### config.mk
export PLATFORM = sky130hd
export DESIGN_NAME = m7aa_prep
export DESIGN_NICKNAME = d
export VERILOG_FILES = /design/src/design/m7aa_pkg.sv /design/src/design/m7aa_prep.sv
export SDC_FILE = /design/constraint.sdc
export NUM_CORES = 1
export LEC_CHECK = 0
export BUFFER_PORTS_ARGS = -buffer_cell sky130_fd_sc_hd__buf_4
export CAP_MARGIN = 20
export CORE_MARGIN = 1
export CORE_UTILIZATION = 55
export CTS_BUF_LIST = sky130_fd_sc_hd__clkbuf_8
export CTS_CLUSTER_DIAMETER = 50
export DETAILED_ROUTE_END_ITERATION = 10
export PLACE_DENSITY = 0.84
export SLEW_MARGIN = 25
export SYNTH_ARGS = -nofsm -noshare
export SYNTH_HDL_FRONTEND = slang
export SYNTH_SLANG_ARGS = --single-unit
### constraint.sdc
create_clock -name i_clk -period 3.36 [get_ports i_clk]
set_input_delay 0.168 -clock i_clk [delete_from_list [all_inputs] [get_ports i_clk]]
set_output_delay 0.168 -clock i_clk [all_outputs]
set_load 0.1 [all_outputs]
### src/design/m7aa_pkg.sv
// Package with the item types, field widths and power-of-two helpers of the Magic7 adjust block.
`timescale 1ns / 1ps

package m7aa_pkg;

    localparam int ALPHA_W = 16;
    localparam int REG_W   = 3;
    localparam int ADJ_W   = 19;
    // Widest internal value: FRAC_BITS up to 24 plus three bits for sevenths.
    localparam int WORD_W  = 32;

    typedef logic [WORD_W-1:0] t_word;

    typedef struct packed {
        logic [ALPHA_W-1:0] alpha_num;
        logic [REG_W-1:0]   regularity;
    } t_in_item;

    typedef struct packed {
        logic [ADJ_W-1:0] adjusted_num;
    } t_out_item;

    // Largest power of two at or below v, zero when v is zero.
    function automatic t_word pow2_floor(input t_word v);
        t_word p;
        p = '0;
        for (int i = 0; i < WORD_W; i++) begin
            if (v[i]) begin
                p = t_word'(1) << i;
            end
        end
        return p;
    endfunction

    // Smallest power of two at or above v, for v of at least one.
    function automatic t_word pow2_ceil(input t_word v);
        t_word f;
        f = pow2_floor(v);
        if (f == v) begin
            return f;
        end
        return f << 1;
    endfunction

endpackage

### src/design/m7aa_prep.sv
// First pipeline stage: clamps the inputs and scales alpha to units of one seventh.
`timescale 1ns / 1ps

module m7aa_prep #(
    parameter int FRAC_BITS = 16,
    parameter int MAX_K     = 4,
    parameter int VW        = FRAC_BITS + 3,
    parameter int KW        = $clog2(MAX_K + 1)
) (
    input  logic                          i_clk,
    input  logic                          i_rst_n,
    input  logic                          i_en,
    input  logic                          i_valid,
    input  logic [m7aa_pkg::ALPHA_W-1:0]  i_alpha,
    input  logic [m7aa_pkg::REG_W-1:0]    i_k,
    output logic                          o_valid,
    output logic [VW-1:0]                 o_v,
    output logic [KW-1:0]                 o_k
);
    import m7aa_pkg::*;

    localparam int CW = (REG_W > KW ? REG_W : KW) + 1;

    logic [FRAC_BITS-1:0] a;
    logic [CW-1:0]        k_wide;
    logic [KW-1:0]        n_k;
    logic [VW-1:0]        n_v;
    logic                 r_valid;
    logic [VW-1:0]        r_v;
    logic [KW-1:0]        r_k;

    always_comb begin
        if ((i_alpha >> FRAC_BITS) != '0) begin
            a = '1;
        end else begin
            a = FRAC_BITS'(i_alpha);
        end
        n_v = (VW'(a) << 3) - VW'(a);

        k_wide = CW'(i_k);
        if (k_wide == '0) begin
            k_wide = CW'(1);
        end else if (k_wide > CW'(MAX_K)) begin
            k_wide = CW'(MAX_K);
        end
        n_k = KW'(k_wide);
    end

    always_ff @(posedge i_clk) begin
        if (!i_rst_n) begin
            r_valid <= 1'b0;
        end else if (i_en) begin
            r_valid <= i_valid;
        end
    end

    always_ff @(posedge i_clk) begin
        if (i_en) begin
            r_v <= n_v;
            r_k <= n_k;
        end
    end

    assign o_valid = r_valid;
    assign o_v     = r_v;
    assign o_k     = r_k;

endmodule

==> impl_metrics.py <==
metrics = {
    "outcome": {
        "status": "complete, no violations",
    },
    "min_path": {
        "hp-class": "in2reg",
    },
    "logic_synthesis": {
        "synth-seq-area-share_pct": 41.62,
        "syn_area_per_cell_um2": 10.09,
        "synth_fp_nets": 201,
        "post-synth-top-count-cell": "edfxtp_1",
        "yosys.area.top_type_share_pct": 40.40,
        "synthCells": 162,
        "synth_edf_count": 22,
        "yosys_register_bits": 23,
        "syn_area_um2": 1635,
        "synthTopCellsByCount": "edfxtp_1, inv_1, ha_1",
        "synthFlopType": "edfxtp_1",
        "yosysUniqueCellTypes": 46,
        "synthTopCellsByArea": "edfxtp_1, ha_1, inv_1",
        "yosys_warnings": 0,
        "async_flop_share_pct": 0,
        "synth_area_leader_cell": "edfxtp_1",
    },
    "final_layout": {
        "nets": 247,
        "multi_input_area_um2": 872.1,
        "drive_above_1_share_pct": 26.57,
        "seqCellArea_um2": 680.7,
        "area_growth_syn_to_layout_pct": 24.87,
        "antennaDiodeCount": 0,
        "fin_cells": 238,
        "nFillCells": 205,
    },
    "clocking": {
        "cts_buffer_depth": 2,
        "cts_tree": "done",
        "htree_levels": 1,
        "clock_latency_ns": 0.26,
        "ctsResizeCount": 0,
        "postCtsSetupBuffers": 0,
        "cts_sinks": 23,
        "cts_made_buffers": 3,
        "root_buffer": "clkbuf_8",
        "clk_pin_slew_worst_paths_ns": 0.08,
        "postCtsHoldBufs": 0,
    },
    "drt": {
        "drtIter0Drc": 114,
        "drt_wl_total_mm": 3.602,
        "drc_errors": 0,
        "ant_nets": 0,
        "post_drt_wl_per_cell_um": 15.13,
        "viasPerCell": 5.954,
        "route.vias.total": 1417,
        "first_pass_iters": 5,
    },
    "placement": {
        "dp_hpwl_mm": 2.851,
        "gp_congestion": 0.9118,
        "dp.cells": 234,
        "io_buffers": 45,
    },
    "timing": {
        "relSlewSlack_pct": 61.50,
        "skew_ns": 0,
        "rsz0062_at_grt": "no",
        "clock.fmax_mhz": 466.1,
        "drv_slew": 0,
        "finalSetupTns_ns": 0,
        "setup_viol": 0,
        "fin_crit_sh_pct": 63.85,
        "worstMarginPinSlew_ns": 0.5714,
        "period_minus_slack_ns": 2.145,
        "final_hold_viol_count": 0,
    },
    "global_route": {
        "grt-ovfl-total": 0,
        "grt_max_degree": 24,
        "grt_usage_pct": 24.23,
        "grt_pass1_vias": 1378,
        "grt_pass1_wl_mm": 5.989,
        "antenna_found_initial": 0,
    },
    "power": {
        "switching_power_mw": 0.4860,
        "finalPower_mw": 1.064,
        "total_leakage_power_nw": 0.9526,
        "seq_power_share_pct": 35.2,
        "pwr-share-comb_pct": 49.4,
        "powerDensity_nw_per_um2": 520.9,
        "internal_power_mw": 0.5777,
        "swShare_pct": 45.69,
        "ir_worst_vdd_mv": 0.5123,
        "power.share.clock_pct": 15.5,
    },
    "floorplanning": {
        "rows": 19,
        "die_h_um": 56.53,
        "die_x_um": 56.53,
        "core_um2": 2781,
        "initial_core_util_pct": 58.79,
        "dieArea_um2": 3196,
        "num_io_pins": 46,
    },
    "setup_path": {
        "crit_required_ns": 3.34,
        "crit_path_max_fanout": 5,
        "arrival_ns": 2.13,
        "crit_type": "in2reg",
        "critPathLaunchType": "input pin",
        "cp-end-kind": "flip-flop",
    },
    "flow_run": {
        "max_cap_viol_count": 0,
    },
}
layout by cell type (no fill, tap or decap), types with 4 or more instances in the layout:
| cell type | instances |
|---|---|
| a21o_1 | 4 |
| a21oi_1 | 9 |
| and3_1 | 5 |
| buf_4 | 45 |
| edfxtp_1 | 22 |
| ha_1 | 16 |
| inv_1 | 19 |
| nand2_1 | 8 |
| nor2_1 | 7 |
| o21ai_0 | 5 |
| xnor2_1 | 7 |
| xor2_1 | 5 |
metal layers:
metal	share of wire, %	GRT usage [%]	vias up	wire, um
li1	-	-	692	-
met1	44	33.03	635	1590
met3	6.8	1.382	8	245
met5	0	0	-	0
met4	1.6	11.85	0	59
met2	47	39.33	82	1707
logic make-up (layout without fill, tap and decap cells):
family	after synthesis	after routing	synth area share, %
xor gates and xnor gates	12	12	6.427
muxes	3	3	1.836
buffers and inverters	22	67	5.049
adders and majority gates	16	16	12.24
AOI/OAI and AO/OA	40	40	16.91
DFF	23	23	41.62
and+or+nand+nor	46	46	15.91
registers in the layout, summed over array words and instances, names as in the netlist:
signal   flops
o_k          3
o_v         19
o_valid      1
power groups by stage:
| stage | Sequential, mW | Combinational, mW | Clock [mW] |
|---|---|---|---|
| after floorplan | 0.653 | 0.130 | 0 |
| after global placement | 0.380 | 0.508 | 0 |
| after detailed placement | 0.381 | 0.522 | 0 |
| after CTS | 0.375 | 0.523 | 0.170 |
| after global routing | 0.378 | 0.549 | 0.178 |
| final | 0.374 | 0.525 | 0.165 |
path summary, 6_finish.rpt:
check	start	endpoint	slack, ns	depth (start not counted)
max	i_alpha[0]	o_v[15]$_DFFE_PP_	1.21	7
max reg2reg	o_valid$_SDFFE_PN0P_	o_valid$_SDFFE_PN0P_	2.78	2
min	i_rst_n	o_valid$_SDFFE_PN0P_	0.12	2
min reg2reg	o_valid$_SDFFE_PN0P_	o_valid$_SDFFE_PN0P_	0.52	2
per-stage QoR:
| stage | worst slack, ns | instance area (um^2) | hold slack (ns) | utilization [%] |
|---|---|---|---|---|
| global placement | 1.215 | 1997 | 0.3836 | 71.79 |
| floorplan | 1.425 | 1635 | 0.2669 | - |
| CTS | 1.321 | 2042 | 0.1129 | 73.41 |
| global route | 1.106 | 2042 | 0.1187 | 73.41 |
| finish | 1.215 | 2042 | 0.1199 | 73.41 |
| detailed placement | 1.052 | 1997 | 0.3876 | 71.79 |
cell type report:
type	instances	share of cell area, %
multi-input cells	117	42.71
flip-flops and latches	23	33.33
repair buffers	45	16.54
inverters	18	3.309
clock buffers	3	2.022
well taps	31	1.900
clock inverters	1	0.1838
worst max-delay path, cell delays in order:
cell and delay, ns:
buf_4 0.13, ha_1 0.32, nor4b_1 0.49, o311ai_1 0.19
a21oi_1 0.39, mux2i_1 0.27, o2111ai_1 0.17
Power figures use the tool's default switching activity.
