### src/design/m7aa_pkg.sv
// Package with the item types, field widths and power-of-two helpers of the Magic7 adjust block.
`timescale 1ns / 1ps

package m7aa_pkg;

    localparam int ALPHA_W = 16;
    localparam int REG_W   = 3;
    localparam int ADJ_W   = 19;
    // Widest internal value: FRAC_BITS up to 24 plus three bits for sevenths.
    localparam int WORD_W  = 32;

    typedef logic [WORD_W-1:0] t_word;

    typedef struct packed {
        logic [ALPHA_W-1:0] alpha_num;
        logic [REG_W-1:0]   regularity;
    } t_in_item;

    typedef struct packed {
        logic [ADJ_W-1:0] adjusted_num;
    } t_out_item;

    // Largest power of two at or below v, zero when v is zero.
    function automatic t_word pow2_floor(input t_word v);
        t_word p;
        p = '0;
        for (int i = 0; i < WORD_W; i++) begin
            if (v[i]) begin
                p = t_word'(1) << i;
            end
        end
        return p;
    endfunction

    // Smallest power of two at or above v, for v of at least one.
    function automatic t_word pow2_ceil(input t_word v);
        t_word f;
        f = pow2_floor(v);
        if (f == v) begin
            return f;
        end
        return f << 1;
    endfunction

endpackage

### src/design/m7aa_final.sv
// Last stage: rounds the residual up to a Magic7 value and holds the result item.
`timescale 1ns / 1ps

module m7aa_final #(
    parameter int FRAC_BITS = 16,
    parameter int VW        = FRAC_BITS + 3
) (
    input  logic                        i_clk,
    input  logic                        i_rst_n,
    input  logic                        i_en,
    input  logic                        i_valid,
    input  logic [VW-1:0]               i_v,
    input  logic [VW-1:0]               i_acc,
    output logic                        o_valid,
    output logic [m7aa_pkg::ADJ_W-1:0]  o_adj
);
    import m7aa_pkg::*;

    localparam logic [VW-1:0] SEVENTH = VW'(1) << FRAC_BITS;
    localparam logic [VW-1:0] ONE_U   = SEVENTH * VW'(7);
    localparam logic [VW-1:0] SIX_S   = SEVENTH * VW'(6);
    localparam logic [VW-1:0] LOW_M   = SEVENTH - VW'(1);
    localparam int            XW      = VW > ADJ_W ? VW : ADJ_W;

    logic [VW-1:0]    up;
    logic [VW-1:0]    sum;
    logic [XW-1:0]    sum_x;
    logic [ADJ_W-1:0] n_adj;
    logic             r_valid;
    logic [ADJ_W-1:0] r_adj;

    always_comb begin
        if (i_v == '0) begin
            up = '0;
        end else if (i_v < SEVENTH) begin
            up = VW'(pow2_ceil(t_word'(i_v)));
        end else if (i_v <= SIX_S) begin
            if ((i_v & LOW_M) == '0) begin
                up = i_v;
            end else begin
                up = (i_v & ~LOW_M) + SEVENTH;
            end
        end else begin
            up = ONE_U - VW'(pow2_floor(t_word'(ONE_U - i_v)));
        end
        sum   = i_acc + up;
        sum_x = XW'(sum);
        n_adj = sum_x[ADJ_W-1:0];
    end

    always_ff @(posedge i_clk) begin
        if (!i_rst_n) begin
            r_valid <= 1'b0;
        end else if (i_en) begin
            r_valid <= i_valid;
        end
    end

    always_ff @(posedge i_clk) begin
        if (i_en) begin
            r_adj <= n_adj;
        end
    end

    assign o_valid = r_valid;
    assign o_adj   = r_adj;

endmodule
### config.mk
export PLATFORM = sky130hd
export DESIGN_NAME = m7aa_final
export DESIGN_NICKNAME = d
export VERILOG_FILES = /design/src/design/m7aa_pkg.sv /design/src/design/m7aa_final.sv
export SDC_FILE = /design/constraint.sdc
export NUM_CORES = 1
export LEC_CHECK = 0
export ABC_AREA = 1
export BUFFER_PORTS_ARGS = -buffer_cell sky130_fd_sc_hd__buf_2
export CORE_MARGIN = 5
export CORE_UTILIZATION = 49
export CTS_CLUSTER_DIAMETER = 60
export DETAILED_ROUTE_END_ITERATION = 12
export GPL_TIMING_DRIVEN = 1
export PLACE_DENSITY = 0.79
export SLEW_MARGIN = 20
export SYNTH_ARGS = -nofsm -noshare
export SYNTH_HDL_FRONTEND = slang
export SYNTH_SLANG_ARGS = --single-unit
### constraint.sdc
create_clock -name i_clk -period 6.9 [get_ports i_clk]
set_clock_uncertainty 0.2 [all_clocks]
set_input_delay 0.69 -clock i_clk [delete_from_list [all_inputs] [get_ports i_clk]]
set_output_delay 0.69 -clock i_clk [all_outputs]
set_load 0.05 [all_outputs]
==> results.cfg, run 1 <==
[timing]
timing.final.crit_share_pct = 86.5
setup_viol = 0
fmax_mhz = 167
rsz0062_at_grt = false
setup_tns_ns = 0
maxSlewViolCount = 0
relSlewSlack_pct = 33.9
hold_viol_final = 0
fin_crit_ns = 5.97
worst_pin_slew_ns = 0.988

[finish]
drive_gt1_share_pct = 21.1
final_area_sq_um = 4140
seqCellArea_sq_um = 591
area_growth_pct = 11.7
diodes = 0
multi_input_comb_area_sq_um = 2760
fin_nets = 699
final_util_pct = 56.8
fillers = 760

[logic_synthesis]
syn_area_sq_um = 3710
ys_dominant_reg_cell = edfxtp_1
synth_edf_count = 19
ys_warn_count = 0
synth_fp_nets = 639
synthArstFlopShare_pct = 0
avgSynthCellArea_sq_um = 6.50
synth.ff_latch_count = 20
synthDistinctLibCells = 52
syn_inst = 570
yosysSeqAreaShare_pct = 15.9

[route]
dr.pass1.iters = 5
first_iter_violations = 265
final_antenna_net_count = 0
vias_per_cell = 5.56
routed-via-count = 4050
totalWireLength_um = 10500
drc = 0
post_drt_wl_per_cell_um = 14.5

[worst_setup_path]
crit_family = simple AND/OR/NAND/NOR gates
crit_type = input pin to flop
path_cells = buf_2 > nor3_4 > nand2_4 > nor4_2 > o2111ai_1 > nor3_2 > nand2_2 > clkinv_1 > nor2_1 > o21ai_1 > ha_1 > inv_1 > o21ai_0 > a31oi_1 > o21ai_0 > nand3_1 > o21ai_0 > nand2_1 > o21bai_1 > nand2_1 > nand2_1 > a21oi_1 > xor2_1
path_depth = 23
cp-start-kind = input pin
cp-startpoint = i_v[16]
critPathMaxStageDelay_ns = 0.83
critPathCaptureType = flop
crit_path_max_fanout = 24
arrival_ns = 5.78
reg2reg_from = o_valid
worst_path_max_delay_cell = nor3_4
cp_num_buf_inv = 3
required_ns = 6.71
reg2reg_depth = 2

[floorplanning]
coreArea_sq_um = 7290
rows = 31
die_area_sq_um = 9410
die_h_um = 97.0
start_util_pct = 50.8
dieWidth_um = 97.0
ios = 62

[clock_tree]
hold_buffers = 0
post-cts-setup-buffer-count = 0
ctsHtreeMaxLevel = 1
cts_buffers = 3
cts_buffer_depth = 2
cts_tree = done
cts-resized-gates = 0
cts_sinks = 20
clkTransAtPathRegs_ns = 0.06
clk_latency_ns = 0.26
cts_root_buf = clkbuf_8

[placement]
hpwl_um = 8910
numPortBuffers = 61
place_congestion = 0.989
place_area_sq_um = 4090

[flow_run]
maxCapViolCount = 0

[global_route]
gr-total-overflow = 0
grt_max_degree = 25
grt_pass1_vias = 3952
grt.total_usage_pct = 22.4
antenna_found_initial = 0
grt_pass1_wl_um = 18000

[power]
p_leak_nw = 2.07
peakVddDrop_uv = 55.1
power_density_nw_per_um2 = 109

[outcome]
outcome = completed

[worst_hold_path]
holdPathStages = 2
hold_path_class = flop to flop
worst_hold_startpoint = o_valid
-- cell families after synthesis --
kind of cell	count (synthesis)	share of synthesized area (%)
compound gates	98	15.1
buf+inv	86	9.55
xor+xnor	23	5.64
fa+ha+maj	27	9.31
flops	20	15.9
simple gates	316	44.4
-- worst paths after layout --
kind,end,slack (ns)
worst max register to register,o_valid,6.06
worst min-delay path,o_valid,0.35
worst max-delay path,o_adj[16],0.93
worst min register to register,o_valid,0.35
-- worst reg2reg max path: cells and delay by family (launching register included) --
kind	cells	cell delay [ns]
compound gates	2	0.22
flops	1	0.31
-- area by class of cell --
cell class                      instances  share of cell area (%)
Inverter                               79                    7.16
Timing Repair Buffer                   62                    7.55
Clock buffer                            4                    1.33
Tap cell                               99                    2.99
Sequential cell                        20                    14.3
Multi-Input combinational cell        464                    66.7
-- power by group --
group	switching, mW	internal (mW)	total [mW]
combinational	0.153	0.0590	0.212
sequential	0.00284	0.152	0.155
clock	0.0350	0.0508	0.0858
total	0.191	0.262	0.452
-- sequential cells by signal (all words and copies together), names as in the netlist --
name / cells
o_adj: 19
o_valid: 1
-- cell usage in the layout, fill, tap and decap left out, types with 3 or more instances in the layout --
| cell type | n |
|---|---|
| nor2_4 | 11 |
| o211ai_1 | 3 |
| nand3_2 | 9 |
| o22ai_1 | 3 |
| nor3_2 | 3 |
| edfxtp_1 | 19 |
| xnor2_1 | 5 |
| o21ai_0 | 29 |
| buf_2 | 61 |
| nand3_4 | 4 |
| nor2_1 | 72 |
| a21o_1 | 3 |
| clkbuf_8 | 4 |
| inv_1 | 68 |
| nand4_1 | 9 |
| ha_1 | 26 |
| a21oi_1 | 36 |
| nor2_2 | 5 |
| o21ai_1 | 9 |
| nand2_1 | 117 |
| nand3_1 | 52 |
| a211oi_1 | 3 |
| nand2_2 | 10 |
| inv_2 | 9 |
| nor3_1 | 9 |
| xor2_1 | 17 |
-- per-layer routing --
layer / GRT usage (%) / wire length, um / up-vias / part of all wire (%)
met5: 0 / 0 / - / 0
met4: 9.61 / 274 / 0 / 2.6
met3: 3.60 / 770 / 29 / 7.3
met2: 37.7 / 4940 / 186 / 47
met1: 28.1 / 4530 / 1804 / 43
li1: - / - / 2031 / -
-- stage by stage --
stage	hold slack, ns	total power [mW]	setup WS [ns]	instances
2_1_floorplan	0.553	0.311	2.05	570
3_3_place_gp	0.317	0.364	0.725	724
3_5_place_dp	0.333	0.367	0.711	724
4_1_cts	0.347	0.453	0.985	728
5_1_grt	0.381	0.481	0.486	728
6_report	0.348	0.452	0.930	728
-- synthesized netlist by cell type, types with 10 or more instances --
| cell | number | share of area, % |
|---|---|---|
| a21oi_1 | 36 | 4.9 |
| nand2_2 | 10 | 1.7 |
| xor2_1 | 17 | 4.0 |
| nand3_1 | 52 | 7.0 |
| o21ai_0 | 29 | 3.9 |
| nor2_1 | 72 | 7.3 |
| nor2_4 | 11 | 3.3 |
| nand2_1 | 117 | 12 |
| edfxtp_1 | 19 | 15 |
| inv_1 | 68 | 6.9 |
| ha_1 | 26 | 8.8 |
Note: power is estimated with default switching activity, not from simulation.
==> run 2: changes to the inputs <==
RECOVER_POWER = 25   (was default)
==> run 2 against run 1 <==
Combinational power is essentially flat. Sequential share of layout area about the same. First-iteration DRC count decreased by 2.6%. Via count is 0.22% lower. Non-clock buffer count unchanged. Highest routed layer unchanged. Global-route usage unchanged. Critical path depth unchanged.
==> results.cfg, run 2 (same netlist as run 1, synthesis figures left out) <==
[placement]
place_ws_ns = 0.711
numPortBuffers = 61
place_congestion = 0.989
hpwl_um = 8910
dp_cells = 724

[power]
switching_power_mw = 0.190
peakVddDrop_uv = 54.9
finalPower_mw = 0.452
seq_power_share_pct = 34.3
internal-power_mw = 0.262
power_density_nw_per_um2 = 109
p_leak_nw = 2.06
pwr-share-comb_pct = 46.8
clockPowerShare_pct = 18.9
switching_share_pct = 42.1

[timing]
fin_crit_ns = 5.99
setup_tns_ns = 0
fmax_mhz = 167
rsz0062_at_grt = false
setup_viol = 0
relSlewSlack_pct = 33.4
worst_pin_slew_ns = 0.997
setup_ws_ns = 0.912
timing.final.crit_share_pct = 86.8
hold_slack_ns = 0.348
hold_viol_final = 0
maxSlewViolCount = 0

[floorplanning]
die_area_sq_um = 9410
dieWidth_um = 97.0
die_h_um = 97.0
start_util_pct = 50.8
rows = 31
coreArea_sq_um = 7290
ios = 62

[worst_hold_path]
hold_path_class = flop to flop

[clock_tree]
ctsHtreeMaxLevel = 1
clkTransAtPathRegs_ns = 0.06
cts_sinks = 20
cts_buffer_depth = 2
post-cts-setup-buffer-count = 0
hold_buffers = 0
cts_root_buf = clkbuf_8
cts_tree = done
clk_latency_ns = 0.26
cts_buffers = 3
cts-resized-gates = 0

[route]
first_iter_violations = 258
routed-wl-met3_um = 764
final_antenna_net_count = 0
drc = 0
routed-via-count = 4041
vias_per_cell = 5.55
routedLengthMet1_um = 4530
topRoutingLayerUsed = met4
post_drt_wl_per_cell_um = 14.4
wl_met2_um = 4940
totalWireLength_um = 10500
dr.pass1.iters = 4

[finish]
fin_cells = 728
mostFrequentLayoutCells = nand2_1, nor2_1, inv_1, buf_2, nand3_1
multi_input_comb_area_sq_um = 2760
area_growth_pct = 11.7
fillers = 760
diodes = 0
fin_nets = 699
drive_gt1_share_pct = 21.0
final_common_cell = nand2_1
seqCellArea_sq_um = 591
largest_register_ff_count = 19

[worst_setup_path]
cp-start-kind = input pin
crit_type = input pin to flop
path_cells = buf_2 > nor3_4 > nand2_4 > nor4_2 > o2111ai_1 > nor3_2 > nand2_2 > clkinv_1 > nor2_1 > o21ai_1 > ha_1 > inv_1 > o21ai_0 > a31oi_1 > o21ai_0 > nand3_1 > o21ai_0 > nand2_1 > o21bai_1 > nand2_1 > nand2_1 > a21oi_1 > xor2_1
arrival_ns = 5.80
critPathCaptureType = flop
critPathMaxStageDelay_ns = 0.84
required_ns = 6.71
worst_path_max_delay_cell = nor3_4
crit_path_max_fanout = 24

[global_route]
grt.total_usage_pct = 22.4
grt_max_degree = 25
grt_pass1_wl_um = 18000
grt_pass1_vias = 3952
gr-total-overflow = 0
antenna_found_initial = 0

[outcome]
outcome = completed

[flow_run]
maxCapViolCount = 0
## run 2: worst paths after layout
path	endpoint	slack, ns	cells after the start	from
setup / recovery	o_adj[16]	0.91	23	i_v[16]
hold / removal	o_valid	0.35	2	o_valid
setup reg to reg	o_valid	6.03	2	o_valid
hold reg to reg	o_valid	0.35	2	o_valid
## run 2: through the flow
| step | util (%) | cell area, sq um |
|---|---|---|
| 5_1_grt | 56.8 | 4140 |
| 3_3_place_gp | 56.0 | 4090 |
| 6_report | 56.8 | 4140 |
| 3_5_place_dp | 56.0 | 4090 |
| 2_1_floorplan | - | 3710 |
| 4_1_cts | 56.8 | 4140 |
## run 2: per-layer routing
| metal | GRT usage (%) | up-vias |
|---|---|---|
| met5 | 0 | - |
| met4 | 9.61 | 0 |
| met3 | 3.60 | 29 |
| met2 | 37.7 | 181 |
| met1 | 28.1 | 1800 |
| li1 | - | 2031 |
## run 2: power groups by stage
stage / sequential, mW / combinational (mW) / clock, mW
floorplan: 0.211 / 0.0996 / 0
global placement: 0.157 / 0.207 / 0
detailed placement: 0.157 / 0.210 / 0
CTS: 0.155 / 0.210 / 0.0878
global route: 0.156 / 0.230 / 0.0941
finish: 0.155 / 0.211 / 0.0855
## run 2: layout make-up
type	instances	share of cell area, %
well taps	99	2.99
clock buffers	4	1.33
multi-input cells	464	66.7
flip-flops and latches	20	14.3
repair buffers	62	7.52
inverters	79	7.16
## run 2: critical path, delay by kind of cell
kind	cells	cell delay (ns)
compound gates	8	1.57
xor+xnor	1	0.14
fa+ha+maj	1	0.19
buf+inv	3	0.53
simple gates	10	2.66
==> run 3: changes to the inputs <==
==> constraint.sdc (replaced) <==
create_clock -name i_clk -period 6.9 [get_ports i_clk]
set_clock_uncertainty 0.2 [all_clocks]
set_input_delay 1.38 -clock i_clk [delete_from_list [all_inputs] [get_ports i_clk]]
set_output_delay 1.38 -clock i_clk [all_outputs]
set_load 0.05 [all_outputs]
==> run 3 against run 2 <==
Sequential share of layout area hardly changed. Total power is 2.7% lower. Hold slack hardly changed. Cell area is 0.12% higher. Clock-buffer cell count stayed put. Clock power is 15% lower. Register-to-register slack hardly changed. Critical path depth is 8 higher. Sequential power hardly changed. Wire length is 2.3% lower. Final cell count is 0.27% higher.
==> results.cfg, run 3 (same netlist as run 1, synthesis figures left out) <==
[floorplanning]
start_util_pct = 50.8
die_area_sq_um = 9410
coreArea_sq_um = 7290
die_h_um = 97.0
ios = 62
rows = 31
dieWidth_um = 97.0

[power]
peakVddDrop_uv = 55.8
power_density_nw_per_um2 = 106
p_leak_nw = 2.07

[timing]
timing.final.crit_share_pct = 90.0
fmax_mhz = 161
fin_crit_ns = 6.21
rsz0062_at_grt = false
hold_viol_final = 0
setup_tns_ns = 0
relSlewSlack_pct = 34.6
worst_pin_slew_ns = 0.981
setup_viol = 0
maxSlewViolCount = 0

[clock_tree]
cts_sinks = 20
clk_latency_ns = 0.24
cts_tree = done
cts_root_buf = clkbuf_8
post-cts-setup-buffer-count = 0
cts_buffers = 3
ctsHtreeMaxLevel = 1
clkTransAtPathRegs_ns = 0.06
cts_buffer_depth = 2
hold_buffers = 0
cts-resized-gates = 0

[route]
totalWireLength_um = 10300
routed-via-count = 4024
vias_per_cell = 5.51
first_iter_violations = 242
post_drt_wl_per_cell_um = 14.1
final_antenna_net_count = 0
dr.pass1.iters = 7
drc = 0

[finish]
final_common_cell = nand2_1
diodes = 0
fin_cells = 730
mostFrequentLayoutCells = nand2_1, nor2_1, inv_1, buf_2, nand3_1
fin_nets = 701
area_growth_pct = 11.8
drive_gt1_share_pct = 21.1
largest_register_ff_count = 19

[global_route]
antenna_found_initial = 0
grt_max_degree = 22
grt_pass1_vias = 3873
grt.total_usage_pct = 21.5
grt_pass1_wl_um = 17300
gr-total-overflow = 0

[worst_setup_path]
required_ns = 6.69
cp-start-kind = input pin
reg2reg_depth = 2
crit_family = simple AND/OR/NAND/NOR gates
cp_num_buf_inv = 4
critPathMaxStageDelay_ns = 0.30
cp-startpoint = i_v[0]
crit_end = o_adj[16]
arrival_ns = 6.01
path_depth = 31
worst_path_max_delay_cell = o21ai_0
worstReg2RegEnd = o_valid
critPathCaptureType = flop
crit_type = input pin to flop
cp_common_cell = nand2_1
crit_path_max_fanout = 5
regToRegSetupSlack_ns = 6.03
reg2reg_from = o_valid

[placement]
hpwl_um = 8860
dp_cells = 726
numPortBuffers = 61
place_congestion = 1.02

[worst_hold_path]
hold_path_class = flop to flop
holdPathStages = 2

[outcome]
outcome = completed

[flow_run]
maxCapViolCount = 0
==> run 3: where the power goes <==
| part | leakage (nW) | switching, mW | internal, mW | total [mW] |
|---|---|---|---|---|
| sequential | 0.194 | 0.00263 | 0.152 | 0.155 |
| combinational | 1.85 | 0.153 | 0.0591 | 0.213 |
| clock | 0.0228 | 0.0315 | 0.0409 | 0.0724 |
| total | 2.07 | 0.188 | 0.252 | 0.440 |
==> run 3: through the flow <==
step           worst slack [ns]  hold WS (ns)  area [sq um]  total power, mW  utilization [%]
6_report                  0.687         0.347          4150            0.440             56.8
5_1_grt                   0.151         0.405          4150            0.470             56.8
4_1_cts                   0.793         0.353          4150            0.441             56.9
3_5_place_dp              0.550         0.341          4100            0.368             56.2
3_3_place_gp              0.561         0.318          4100            0.365             56.2
2_1_floorplan              1.36         0.553          3710            0.311                -
==> run 3: cell type report <==
class	instances	area (sq um)
sequential	20	591
multi-input combinational	464	2760
inverter	79	297
clock buffer	4	45.0
tap	99	124
timing repair buffer	64	327
fill	744	3150
==> run 3: layer usage <==
layer	share of wire [%]	wire (um)	track usage, %
met1	42	4310	26.1
met5	0	0	0
met3	7.7	794	2.81
met2	46	4710	36.9
met4	4.4	455	11.0
==> run 3: worst reg2reg max path, stage by stage (launching register included) <==
cell and delay [ns]:
dfxtp_1 0.31, o21ai_0 0.15, a21oi_1 0.06
==> run 3: how the worst min path moves through the flow <==
stage | endpoint | from
2_1_floorplan | o_valid | o_valid
3_3_place_gp | o_valid | o_valid
3_5_place_dp | o_valid | o_valid
4_1_cts | o_valid | o_valid
5_1_grt | o_valid | o_valid
6_report | o_valid | o_valid
