## src/design/m7aa_pkg.sv

```systemverilog
// Package with the item types, field widths and power-of-two helpers of the Magic7 adjust block.
`timescale 1ns / 1ps

package m7aa_pkg;

    localparam int ALPHA_W = 16;
    localparam int REG_W   = 3;
    localparam int ADJ_W   = 19;
    // Widest internal value: FRAC_BITS up to 24 plus three bits for sevenths.
    localparam int WORD_W  = 32;

    typedef logic [WORD_W-1:0] t_word;

    typedef struct packed {
        logic [ALPHA_W-1:0] alpha_num;
        logic [REG_W-1:0]   regularity;
    } t_in_item;

    typedef struct packed {
        logic [ADJ_W-1:0] adjusted_num;
    } t_out_item;

    // Largest power of two at or below v, zero when v is zero.
    function automatic t_word pow2_floor(input t_word v);
        t_word p;
        p = '0;
        for (int i = 0; i < WORD_W; i++) begin
            if (v[i]) begin
                p = t_word'(1) << i;
            end
        end
        return p;
    endfunction

    // Smallest power of two at or above v, for v of at least one.
    function automatic t_word pow2_ceil(input t_word v);
        t_word f;
        f = pow2_floor(v);
        if (f == v) begin
            return f;
        end
        return f << 1;
    endfunction

endpackage

```

## src/design/m7aa_level.sv

```systemverilog
// One approximation level: adds the Magic7 value below the residual and keeps the rest.
`timescale 1ns / 1ps

module m7aa_level #(
    parameter int FRAC_BITS = 16,
    parameter int MAX_K     = 4,
    parameter int LEVEL     = 1,
    parameter int VW        = FRAC_BITS + 3,
    parameter int KW        = $clog2(MAX_K + 1)
) (
    input  logic          i_clk,
    input  logic          i_rst_n,
    input  logic          i_en,
    input  logic          i_valid,
    input  logic [VW-1:0] i_v,
    input  logic [VW-1:0] i_acc,
    input  logic [KW-1:0] i_k,
    output logic          o_valid,
    output logic [VW-1:0] o_v,
    output logic [VW-1:0] o_acc,
    output logic [KW-1:0] o_k
);
    import m7aa_pkg::*;

    localparam logic [VW-1:0] SEVENTH = VW'(1) << FRAC_BITS;
    localparam logic [VW-1:0] ONE_U   = SEVENTH * VW'(7);
    localparam logic [VW-1:0] SIX_S   = SEVENTH * VW'(6);

    logic [VW-1:0] down;
    logic [VW-1:0] n_v;
    logic [VW-1:0] n_acc;
    logic          r_valid;
    logic [VW-1:0] r_v;
    logic [VW-1:0] r_acc;
    logic [KW-1:0] r_k;

    always_comb begin
        if (i_v < SEVENTH) begin
            // Zero falls in here and yields zero.
            down = VW'(pow2_floor(t_word'(i_v)));
        end else if (i_v <= SIX_S) begin
            down = i_v & ~(SEVENTH - VW'(1));
        end else begin
            down = ONE_U - VW'(pow2_ceil(t_word'(ONE_U - i_v)));
        end

        // This level takes part only while regularity k is above LEVEL.
        if ((KW + 1)'(i_k) > (KW + 1)'(LEVEL)) begin
            n_v   = i_v - down;
            n_acc = i_acc + down;
        end else begin
            n_v   = i_v;
            n_acc = i_acc;
        end
    end

    always_ff @(posedge i_clk) begin
        if (!i_rst_n) begin
            r_valid <= 1'b0;
        end else if (i_en) begin
            r_valid <= i_valid;
        end
    end

    always_ff @(posedge i_clk) begin
        if (i_en) begin
            r_v   <= n_v;
            r_acc <= n_acc;
            r_k   <= i_k;
        end
    end

    assign o_valid = r_valid;
    assign o_v     = r_v;
    assign o_acc   = r_acc;
    assign o_k     = r_k;

endmodule

```

## config.mk

```make
export PLATFORM = sky130hd
export DESIGN_NAME = m7aa_level
export DESIGN_NICKNAME = d
export VERILOG_FILES = /design/src/design/m7aa_pkg.sv /design/src/design/m7aa_level.sv
export SDC_FILE = /design/constraint.sdc
export NUM_CORES = 1
export LEC_CHECK = 0
export BUFFER_PORTS_ARGS = -buffer_cell sky130_fd_sc_hd__buf_2
export CAP_MARGIN = 10
export CORE_ASPECT_RATIO = 1.75
export CORE_MARGIN = 8
export CORE_UTILIZATION = 50
export CTS_CLUSTER_DIAMETER = 80
export DETAILED_ROUTE_END_ITERATION = 12
export PLACE_DENSITY = 0.75
export SYNTH_ARGS = -nofsm -noshare
export SYNTH_HDL_FRONTEND = slang
export SYNTH_SLANG_ARGS = --single-unit
```

## constraint.sdc

```tcl
create_clock -name i_clk -period 7.6 [get_ports i_clk]
set_clock_uncertainty 0.1 [all_clocks]
set_input_delay 1.14 -clock i_clk [delete_from_list [all_inputs] [get_ports i_clk]]
set_output_delay 1.14 -clock i_clk [all_outputs]
set_load 0.02 [all_outputs]
```

==> results of run 1 <==
[state kept, by name, indices dropped and copies added (netlist names)]
signal   cells
o_acc       19
o_v         19
o_valid      1
o_k          3
[metal layers]
layer | share of wire | global-route usage
met3 | 0.048 | 0.0260
met4 | 0.052 | 0.151
met2 | 0.52 | 0.435
met5 | 0 | 0
met1 | 0.37 | 0.247
[worst reg2reg max path, stage by stage, from the launching register on]
cell	delay (ns)
dfxtp_1	0.31
mux2i_1	0.12
nor2b_1	0.06
[worst max path at each step]
stage | startpoint | end | slack [ns] | depth (start not counted)
finish | i_v[1] | o_v[18] | 0.36 | 30
global route | i_v[1] | o_v[17] | -0.01 | 28
CTS | i_v[1] | o_v[18] | 0.28 | 30
detailed placement | i_v[1] | o_v[18] | 0.04 | 30
global placement | i_v[1] | o_acc[18] | 0.1 | 29
floorplan | i_v[0] | o_acc[18] | 0.009 | 29
[logic make-up (layout without fill, tap and decap cells)]
group | Yosys count | in the layout
DFF | 42 | 42
and+or+nand+nor | 248 | 248
muxes | 11 | 11
buffers and inverters | 64 | 214
other | 0 | 2
adders and majority gates | 42 | 42
xor gates and xnor gates | 43 | 43
AOI/OAI and AO/OA | 188 | 188
[report_power, final]
group	internal [µW]	total, µW	switching [µW]
registers	285	292	6.27
logic	101	261	160
clock network	130	214	83.8
total	517	767	250
[through the flow]
step / instances / total power [µW] / TNS [ns] / setup WS, ns / util
after floorplan: 638 / 457 / 0 / 0.00948 / -
after global placement: 905 / 547 / 0 / 0.0963 / 0.620
after detailed placement: 905 / 554 / 0 / 0.0376 / 0.620
after CTS: 913 / 770 / 0 / 0.280 / 0.635
after global routing: 917 / 803 / -0.0122 / -0.0122 / 0.637
final: 917 / 767 / 0 / 0.355 / 0.637
[cell usage in the layout (no fill, tap or decap), types with 26 or more instances in the layout]
cell      instances
buf_4            87
buf_2            86
nand2_1          64
nor2_1           52
o21ai_0          49
edfxtp_1         41
ha_1             38
inv_1            33
a21oi_1          28
xnor2_1          27
nand3_1          26
[final cells by class]
cell class / count / share of cell area
antenna: 2 / 0.000772
clock inverter: 2 / 0.00193
sequential: 42 / 0.193
multi-input combinational: 532 / 0.572
inverter: 33 / 0.0191
timing repair buffer: 173 / 0.167
tap: 127 / 0.0245
clock buffer: 6 / 0.0214
[synthesized netlist by cell type (4+ instances only)]
cell type  instances  area (µm²)
a211oi_1           4        30.0
a21o_1             8        60.1
a21oi_1           28         140
a221oi_1           4        35.0
a31oi_1            8        50.1
and3_1            10        62.6
buf_2              4        20.0
clkbuf_1          22        82.6
edfxtp_1          41        1230
ha_1              40         500
inv_1             33         124
mux2_2             4        45.0
mux2i_1            7        70.1
nand2_1           64         240
nand2b_1           4        25.0
nand3_1           26         130
nand4_1            6        37.5
nor2_1            53         199
nor2b_1            6        37.5
nor3_1            22         110
nor3b_1            4        30.0
nor4_1             7        43.8
nor4b_1            4        35.0
o211ai_1           6        45.0
o21a_1            10        75.1
o21ai_0           52         260
o21bai_1           8        60.1
o311ai_0           4        35.0
o31a_1             4        35.0
o31ai_1           10        75.1
or2_2              4        25.0
or3_1             11        68.8
or4_1              4        30.0
xnor2_1           29         254
xor2_1            14         123
[repair_timing]
item / in CTS / in global routing
setup buffers: 0 / 2
endpoints found under the setup margin: 0 / 6
gates resized for setup: 0 / 4
==> results by group, run 1 <==
Drt
  – Routed Wire Length: 16.7 mm
  – 1st-pass router iterations: 5
  – DRC Markers: 0
  – Final ANT Viol Nets: 0
  – Routed len/inst: 18.2 µm
  – 1st-iter DRT viols: 310
  – DR vias: 5549
  – Via density: 6.05

Worst setup path
  – CP arrival: 7.15 ns
  – Critical path endpoint category: register
  – Family with the most delay on the worst path: compound AO/OA/AOI/OAI gates
  – Reg2reg end: o_valid
  – Setup CP Type: input pin to register
  – R2R setup slack: 6.90 ns
  – WP buf/inv: 6
  – Cell mode on critical path: buf_4
  – Startpoint Class: input pin
  – Critical path fanouts, max: 8
  – Crit Reg-Reg Startpoint: o_valid
  – R2R depth: 2
  – CP Data Required Time: 7.50 ns
  – Crit-path max cell delay: 0.42 ns
  – CP max stage cell: o311ai_1

Hold path
  – Worst Hold Path EP: o_valid
  – Hold depth: 2
  – Worst Hold Launch: o_valid
  – Worst Hold Class: register to register

Die
  – Die area: 14000 µm²
  – Effective utilization at floorplan: 0.508
  – Die W: 92.9 µm
  – Num rows: 49
  – CORE AREA: 10200 µm²
  – Ports: 87
  – Die Height: 151 µm

Yosys
  – Register bit total from synthesis: 42
  – Ys flop type: edfxtp_1
  – Post-Synthesis Cells: 638
  – Multiplexer share of the synthesized area: 0.0223
  – Adder-Cell Fraction of Synth Area: 0.105
  – Post-synthesis async set-or-reset flop share: 0
  – Synth Area in XOR/XNOR: 0.0729
  – Sequential element share of the synthesized area: 0.242
  – Count of yosys warnings during synthesis: 0
  – EDFF count, synth: 41
  – Simple-Gate Fraction of Synth Area: 0.256
  – Mapped Area: 5170 µm²
  – Post-Syn Nets: 725
  – Compound-Gate Fraction of Synth Area: 0.253
  – Largest family of logic cells by synthesized area: simple AND/OR/NAND/NOR gates
  – Distinct cells, synth: 82
  – Avg Inst Size Synth: 8.10 µm²

Status
  – Status: completed

STA
  – RSZ-0062 raised after global routing: true
  – Max Clk Rate: 0.138 GHz
  – Final Hold Viols: 0
  – Crit share post-route: 0.953
  – Min Tclk post-route: 7.24 ns
  – Least-Margin Pin Slew: 0.980 ns
  – Fin. max-slew vios: 0
  – Final setup vio count: 0
  – Hold WS: 0.436 ns
  – Max_slew headroom: 0.347

Cells and area
  – Area grow syn2layout: 25.4%
  – Layout cell share with drive strength beyond 1: 0.273
  – Fin nets: 874
  – Multi-input logic area: 3710 µm²
  – Register Area: 1250 µm²
  – Filler cell count: 898
  – Finished Cell Area: 6480 µm²

CTS
  – CTS tree: yes
  – H-tree levels: 2
  – CTS sink count: 42
  – Clk slew on worst S/H paths: 0.06 ns
  – Cts hold-fix bufs: 0
  – Root Driver: clkbuf_16
  – CTS buffer count: 5
  – Clock latency at the later pin of the worst-skew pair: 0.28 ns
  – Max clock buf depth: 2

Global route
  – Vias in the first global route: 5639
  – Initial antenna violation count: 2
  – GRT Overall Usage: 0.237
  – First-pass GRT wire length: 27.0 mm
  – Largest net degree at the start of global routing: 73
  – Total gr overflow: 0

Placed design
  – PortBufs: 86
  – Dpl cell area: 6310 µm²
  – HPWL after detailed placement: 13.4 mm
  – GP Congestion: 0.918

Power
  – Leak: 0.00273 µW
  – Pwr dens: 118 nW/µm²
  – Maximum VDD drop: 169 µV

Job
  – Max Cap Viol: 0
(Power assumes the default switching activity.)
==> run 2: changes to the inputs <==
--- a/config.mk
+++ b/config.mk
@@ -12,7 +12,7 @@
 export CORE_UTILIZATION = 50
 export CTS_CLUSTER_DIAMETER = 80
 export DETAILED_ROUTE_END_ITERATION = 12
-export PLACE_DENSITY = 0.75
+export PLACE_DENSITY_LB_ADDON = 0.08
 export SYNTH_ARGS = -nofsm -noshare
 export SYNTH_HDL_FRONTEND = slang
 export SYNTH_SLANG_ARGS = --single-unit
==> constraint.sdc (replaced) <==
create_clock -name i_clk -period 7.6 [get_ports i_clk]
set_clock_uncertainty 0.1 [all_clocks]
set_input_delay 1.14 -clock i_clk [delete_from_list [all_inputs] [get_ports i_clk]]
set_output_delay 1.14 -clock i_clk [all_outputs]
set_load 0.1 [all_outputs]
==> results by group, run 2 (synthesized netlist as in run 1, its figures left out) <==
Cells and area
  – Commonest cells after routing, fill and taps aside: buf_2, buf_4, nand2_1
  – Ant. Diodes: 0
  – Most common cell after layout, fill and taps aside: buf_2
  – Fin nets: 870
  – Area grow syn2layout: 25.6%
  – Finished Cell Area: 6490 µm²
  – Layout cell share with drive strength beyond 1: 0.276
  – Filler cell count: 932
  – Layout Cells excl Fill: 911

Die
  – CORE AREA: 10200 µm²
  – Die area: 14000 µm²
  – Ports: 87
  – Effective utilization at floorplan: 0.508
  – Die W: 92.9 µm
  – Num rows: 49
  – Die Height: 151 µm

Placed design
  – Dpl cell area: 6280 µm²
  – # placed instances: 902
  – PortBufs: 86
  – GP Congestion: 0.945
  – HPWL after detailed placement: 13.7 mm
  – Place WS: -0.197 ns

Hold path
  – Hold depth: 2
  – Worst Hold Class: register to register
  – Worst Hold Path EP: o_valid
  – Worst Hold Launch: o_valid

Drt
  – 1st-iter DRT viols: 329
  – Routed Wire Length: 16.8 mm
  – DRC Markers: 0
  – DR vias: 5477
  – Final ANT Viol Nets: 0
  – Via density: 6.01
  – 1st-pass router iterations: 6
  – Routed len/inst: 18.4 µm

Job
  – Max Cap Viol: 0

Global route
  – First-pass GRT wire length: 27.0 mm
  – Largest net degree at the start of global routing: 73
  – Initial antenna violation count: 0
  – Total gr overflow: 0
  – GRT Overall Usage: 0.238
  – Vias in the first global route: 5502

STA
  – Min Tclk post-route: 7.24 ns
  – Final Hold Viols: 0
  – Setup Total Neg Slack: 0 ns
  – Max Clk Rate: 0.138 GHz
  – Final worst setup slack: 0.358 ns
  – Fin. max-slew vios: 0
  – Final setup vio count: 0
  – Crit share post-route: 0.953
  – RSZ-0062 raised after global routing: true
  – Least-Margin Pin Slew: 0.969 ns
  – Max_slew headroom: 0.354

Power
  – Pwr dens: 141 nW/µm²
  – Maximum VDD drop: 200 µV
  – Leak: 0.00273 µW
  – Total power: 916 µW

CTS
  – CTS tree: yes
  – Clock latency at the later pin of the worst-skew pair: 0.28 ns
  – CTS sink count: 42
  – Root Driver: clkbuf_16
  – Clk slew on worst S/H paths: 0.06 ns
  – Cts hold-fix bufs: 0
  – CTS buffer count: 5
  – H-tree levels: 2
  – Max clock buf depth: 2

Worst setup path
  – Startpoint Class: input pin
  – CP arrival: 7.16 ns
  – Critical path endpoint category: register
  – CP Data Required Time: 7.52 ns
  – Reg2reg end: o_valid
  – Critical path fanouts, max: 6
  – R2R depth: 2
  – Crit Reg-Reg Startpoint: o_valid
  – R2R setup slack: 6.90 ns
  – Setup CP Type: input pin to register

Status
  – Status: completed
-- run 2: cell types whose count changed in the layout (fill, tap and decap cells not counted), moves of 2 or more --
cell and change:
a21oi_2 +2, diode_2 -2, a21oi_1 -2, buf_4 -4
-- run 2: per-layer routing --
layer,part of all wire,vias up,GRT usage
met5,0,-,0
met1,0.37,2573,0.253
li1,-,2693,-
met3,0.047,46,0.0265
met2,0.54,165,0.450
met4,0.044,0,0.112
-- run 2: worst max-delay path by stage --
stage	start	end	slack, ns	cells after the start
finish	i_v[1]	o_acc[18]	0.36	28
global route	i_v[1]	o_acc[13]	0.01	29
CTS	i_v[1]	o_acc[18]	0.06	32
detailed placement	i_v[1]	o_acc[18]	-0.20	32
global placement	i_v[1]	o_acc[18]	0.01	31
floorplan	i_v[0]	o_acc[18]	0.009	29
-- run 2: power by group --
part	internal, µW	switching (µW)
combinational	101	309
sequential	285	5.80
clock	130	85.5
-- run 2: layout make-up --
class                           instances  area [µm²]  share of cell area
Multi-Input combinational cell        532        3750               0.578
Sequential cell                        42        1250               0.193
Timing Repair Buffer                  169        1050               0.162
Tap cell                              127         159              0.0245
Clock buffer                            6         139              0.0214
Inverter                               33         124              0.0191
Clock inverter                          2        12.5             0.00193
-- run 2: through the flow --
stage | util | hold slack, ns
2_1_floorplan | - | 0.881
3_3_place_gp | 0.618 | 0.393
3_5_place_dp | 0.618 | 0.411
4_1_cts | 0.632 | 0.425
5_1_grt | 0.638 | 0.457
6_report | 0.638 | 0.419
-- run 2: worst max-delay path, stage by stage --
cell	delay (ns)
buf_2	0.13
inv_1	0.10
ha_2	0.19
nor3b_4	0.23
buf_4	0.19
nand4_1	0.20
xnor2_2	0.26
o21ai_2	0.11
nor4_4	0.40
nand4_2	0.19
a2111oi_4	0.39
and3_1	0.26
mux2i_1	0.24
ha_2	0.30
a22o_1	0.26
fa_1	0.45
a21o_1	0.18
a21oi_1	0.22
o21bai_1	0.10
a21o_1	0.21
a21oi_2	0.19
o21ai_1	0.14
o41ai_2	0.28
buf_4	0.16
o21ai_1	0.08
o41ai_2	0.28
a21o_1	0.14
nand3_1	0.09
-- run 2: timing repair --
action | CTS | global route
setup buffers | 0 | 1
hold endpoints to repair | 0 | 0
resized for setup | 0 | 12
endpoints found under the setup margin | 0 | 11
==> run 3: changes to the inputs <==
==> constraint.sdc (replaced) <==
create_clock -name i_clk -period 7.32 [get_ports i_clk]
set_clock_uncertainty 0.1 [all_clocks]
set_input_delay 1.098 -clock i_clk [delete_from_list [all_inputs] [get_ports i_clk]]
set_output_delay 1.098 -clock i_clk [all_outputs]
set_load 0.1 [all_outputs]
==> results by group, run 3 (synthesized netlist as in run 1, its figures left out) <==
Power
  – Switching Fraction: 0.405
  – Combinational share of power: 0.424
  – Pwr dens: 151 nW/µm²
  – Share of total power in sequential cells: 0.292
  – Leak: 0.00294 µW
  – Psw: 420 µW
  – Total power: 1040 µW
  – Maximum VDD drop: 176 µV
  – Clock power frac: 0.284
  – P_int: 617 µW

Cells and area
  – Fin nets: 910
  – Ant. Diodes: 0
  – Area grow syn2layout: 32.8%
  – Most common cell after layout, fill and taps aside: buf_4
  – Commonest cells after routing, fill and taps aside: buf_4, buf_2, nand2_1
  – Layout cell share with drive strength beyond 1: 0.320

CTS
  – CTS sink count: 42
  – Clk slew on worst S/H paths: 0.06 ns
  – Cts hold-fix bufs: 0
  – CTS buffer count: 5
  – H-tree levels: 2
  – Clock latency at the later pin of the worst-skew pair: 0.29 ns
  – Max clock buf depth: 2
  – CTS tree: yes
  – Root Driver: clkbuf_16

Worst setup path
  – Startpoint Class: input pin
  – Reg2reg end: o_valid
  – CP Launch Point: i_v[1]
  – Crit path to: o_v[18]
  – R2R depth: 2
  – CP Data Required Time: 7.23 ns
  – CP arrival: 6.87 ns
  – Setup CP Type: input pin to register
  – Critical path endpoint category: register
  – Critical path fanouts, max: 7
  – CP max stage cell: or3_4
  – Levels on crit path: 27
  – Crit-path max cell delay: 0.42 ns
  – Crit Reg-Reg Startpoint: o_valid
  – R2R setup slack: 6.59 ns
  – Family with the most delay on the worst path: compound AO/OA/AOI/OAI gates
  – WP buf/inv: 3

Global route
  – Total gr overflow: 0
  – Initial antenna violation count: 0
  – First-pass GRT wire length: 27.6 mm
  – Vias in the first global route: 5786
  – Largest net degree at the start of global routing: 73
  – GRT Overall Usage: 0.247

STA
  – Fin. max-slew vios: 0
  – RSZ-0062 raised after global routing: false
  – Least-Margin Pin Slew: 0.996 ns
  – Final worst setup slack: 0.359 ns
  – Min Tclk post-route: 6.96 ns
  – Final Hold Viols: 0
  – Max_slew headroom: 0.336
  – Max Clk Rate: 0.144 GHz
  – Final setup vio count: 0
  – Setup Total Neg Slack: 0 ns
  – Crit share post-route: 0.951

Die
  – Num rows: 49
  – Die W: 92.9 µm
  – CORE AREA: 10200 µm²
  – Die area: 14000 µm²
  – Ports: 87
  – Die Height: 151 µm
  – Effective utilization at floorplan: 0.508

Drt
  – Final ANT Viol Nets: 0
  – Met1 Routed Length: 6.40 mm
  – 1st-iter DRT viols: 286
  – Routed Wire Length: 17.4 mm
  – DR vias: 5683
  – Routed len/inst: 18.3 µm
  – 1st-pass router iterations: 4
  – WL met2: 9.39 mm
  – WL met3: 732 µm
  – DR top layer: met4
  – Via density: 5.98
  – DRC Markers: 0

Hold path
  – Worst Hold Class: register to register

Job
  – Max Cap Viol: 0

Placed design
  – HPWL after detailed placement: 14.2 mm
  – GP Congestion: 0.912
  – PortBufs: 86
  – Place WS: -0.109 ns

Status
  – Status: completed
[run 3: what timing repair did]
action,CTS,global route
buffers inserted,0,3
resized for setup,0,18
endpoints found under the setup margin,0,12
[run 3: power groups by stage]
stage / logic [µW] / clock network, µW / registers [µW]
after floorplan: 133 / 0 / 494
after CTS: 434 / 298 / 303
after detailed placement: 432 / 0 / 308
final: 439 / 295 / 303
after global routing: 464 / 304 / 306
after global placement: 426 / 0 / 307
[run 3: worst min-delay path, stage by stage (launching register included)]
cell and delay, ns:
dfxtp_1 0.33, mux2i_1 0.08, nor2b_1 0.11
[run 3: layout make-up]
| type | count | area [µm²] |
|---|---|---|
| clock inverter | 2 | 60.1 |
| inverter | 33 | 124 |
| timing repair buffer | 209 | 1360 |
| tap | 127 | 159 |
| clock buffer | 6 | 139 |
| sequential | 42 | 1250 |
| multi-input combinational | 532 | 3770 |
| fill | 905 | 3310 |
[run 3: how the worst min path moves through the flow]
stage,start,endpoint,slack [ns],depth (start not counted)
after detailed placement,o_valid,o_valid,0.45,2
after CTS,o_valid,o_valid,0.46,2
after global placement,o_valid,o_valid,0.39,2
after floorplan,o_valid,o_valid,0.88,2
after global routing,o_valid,o_valid,0.47,2
final,o_valid,o_valid,0.45,2
[run 3: per-layer routing]
layer | vias up | GRT usage
met5 | - | 0
met2 | 162 | 0.472
li1 | 2776 | -
met4 | 0 | 0.155
met3 | 46 | 0.0270
met1 | 2699 | 0.243
[run 3: per-stage QoR]
step                      std cells  hold WS, ns  instance area, µm²   util
after floorplan                 638        0.881                5230      -
after global placement          940        0.390                6590  0.647
after detailed placement        940        0.447                6590  0.647
after CTS                       948        0.461                6790  0.667
after global routing            951        0.469                6860  0.674
final                           951        0.454                6860  0.674
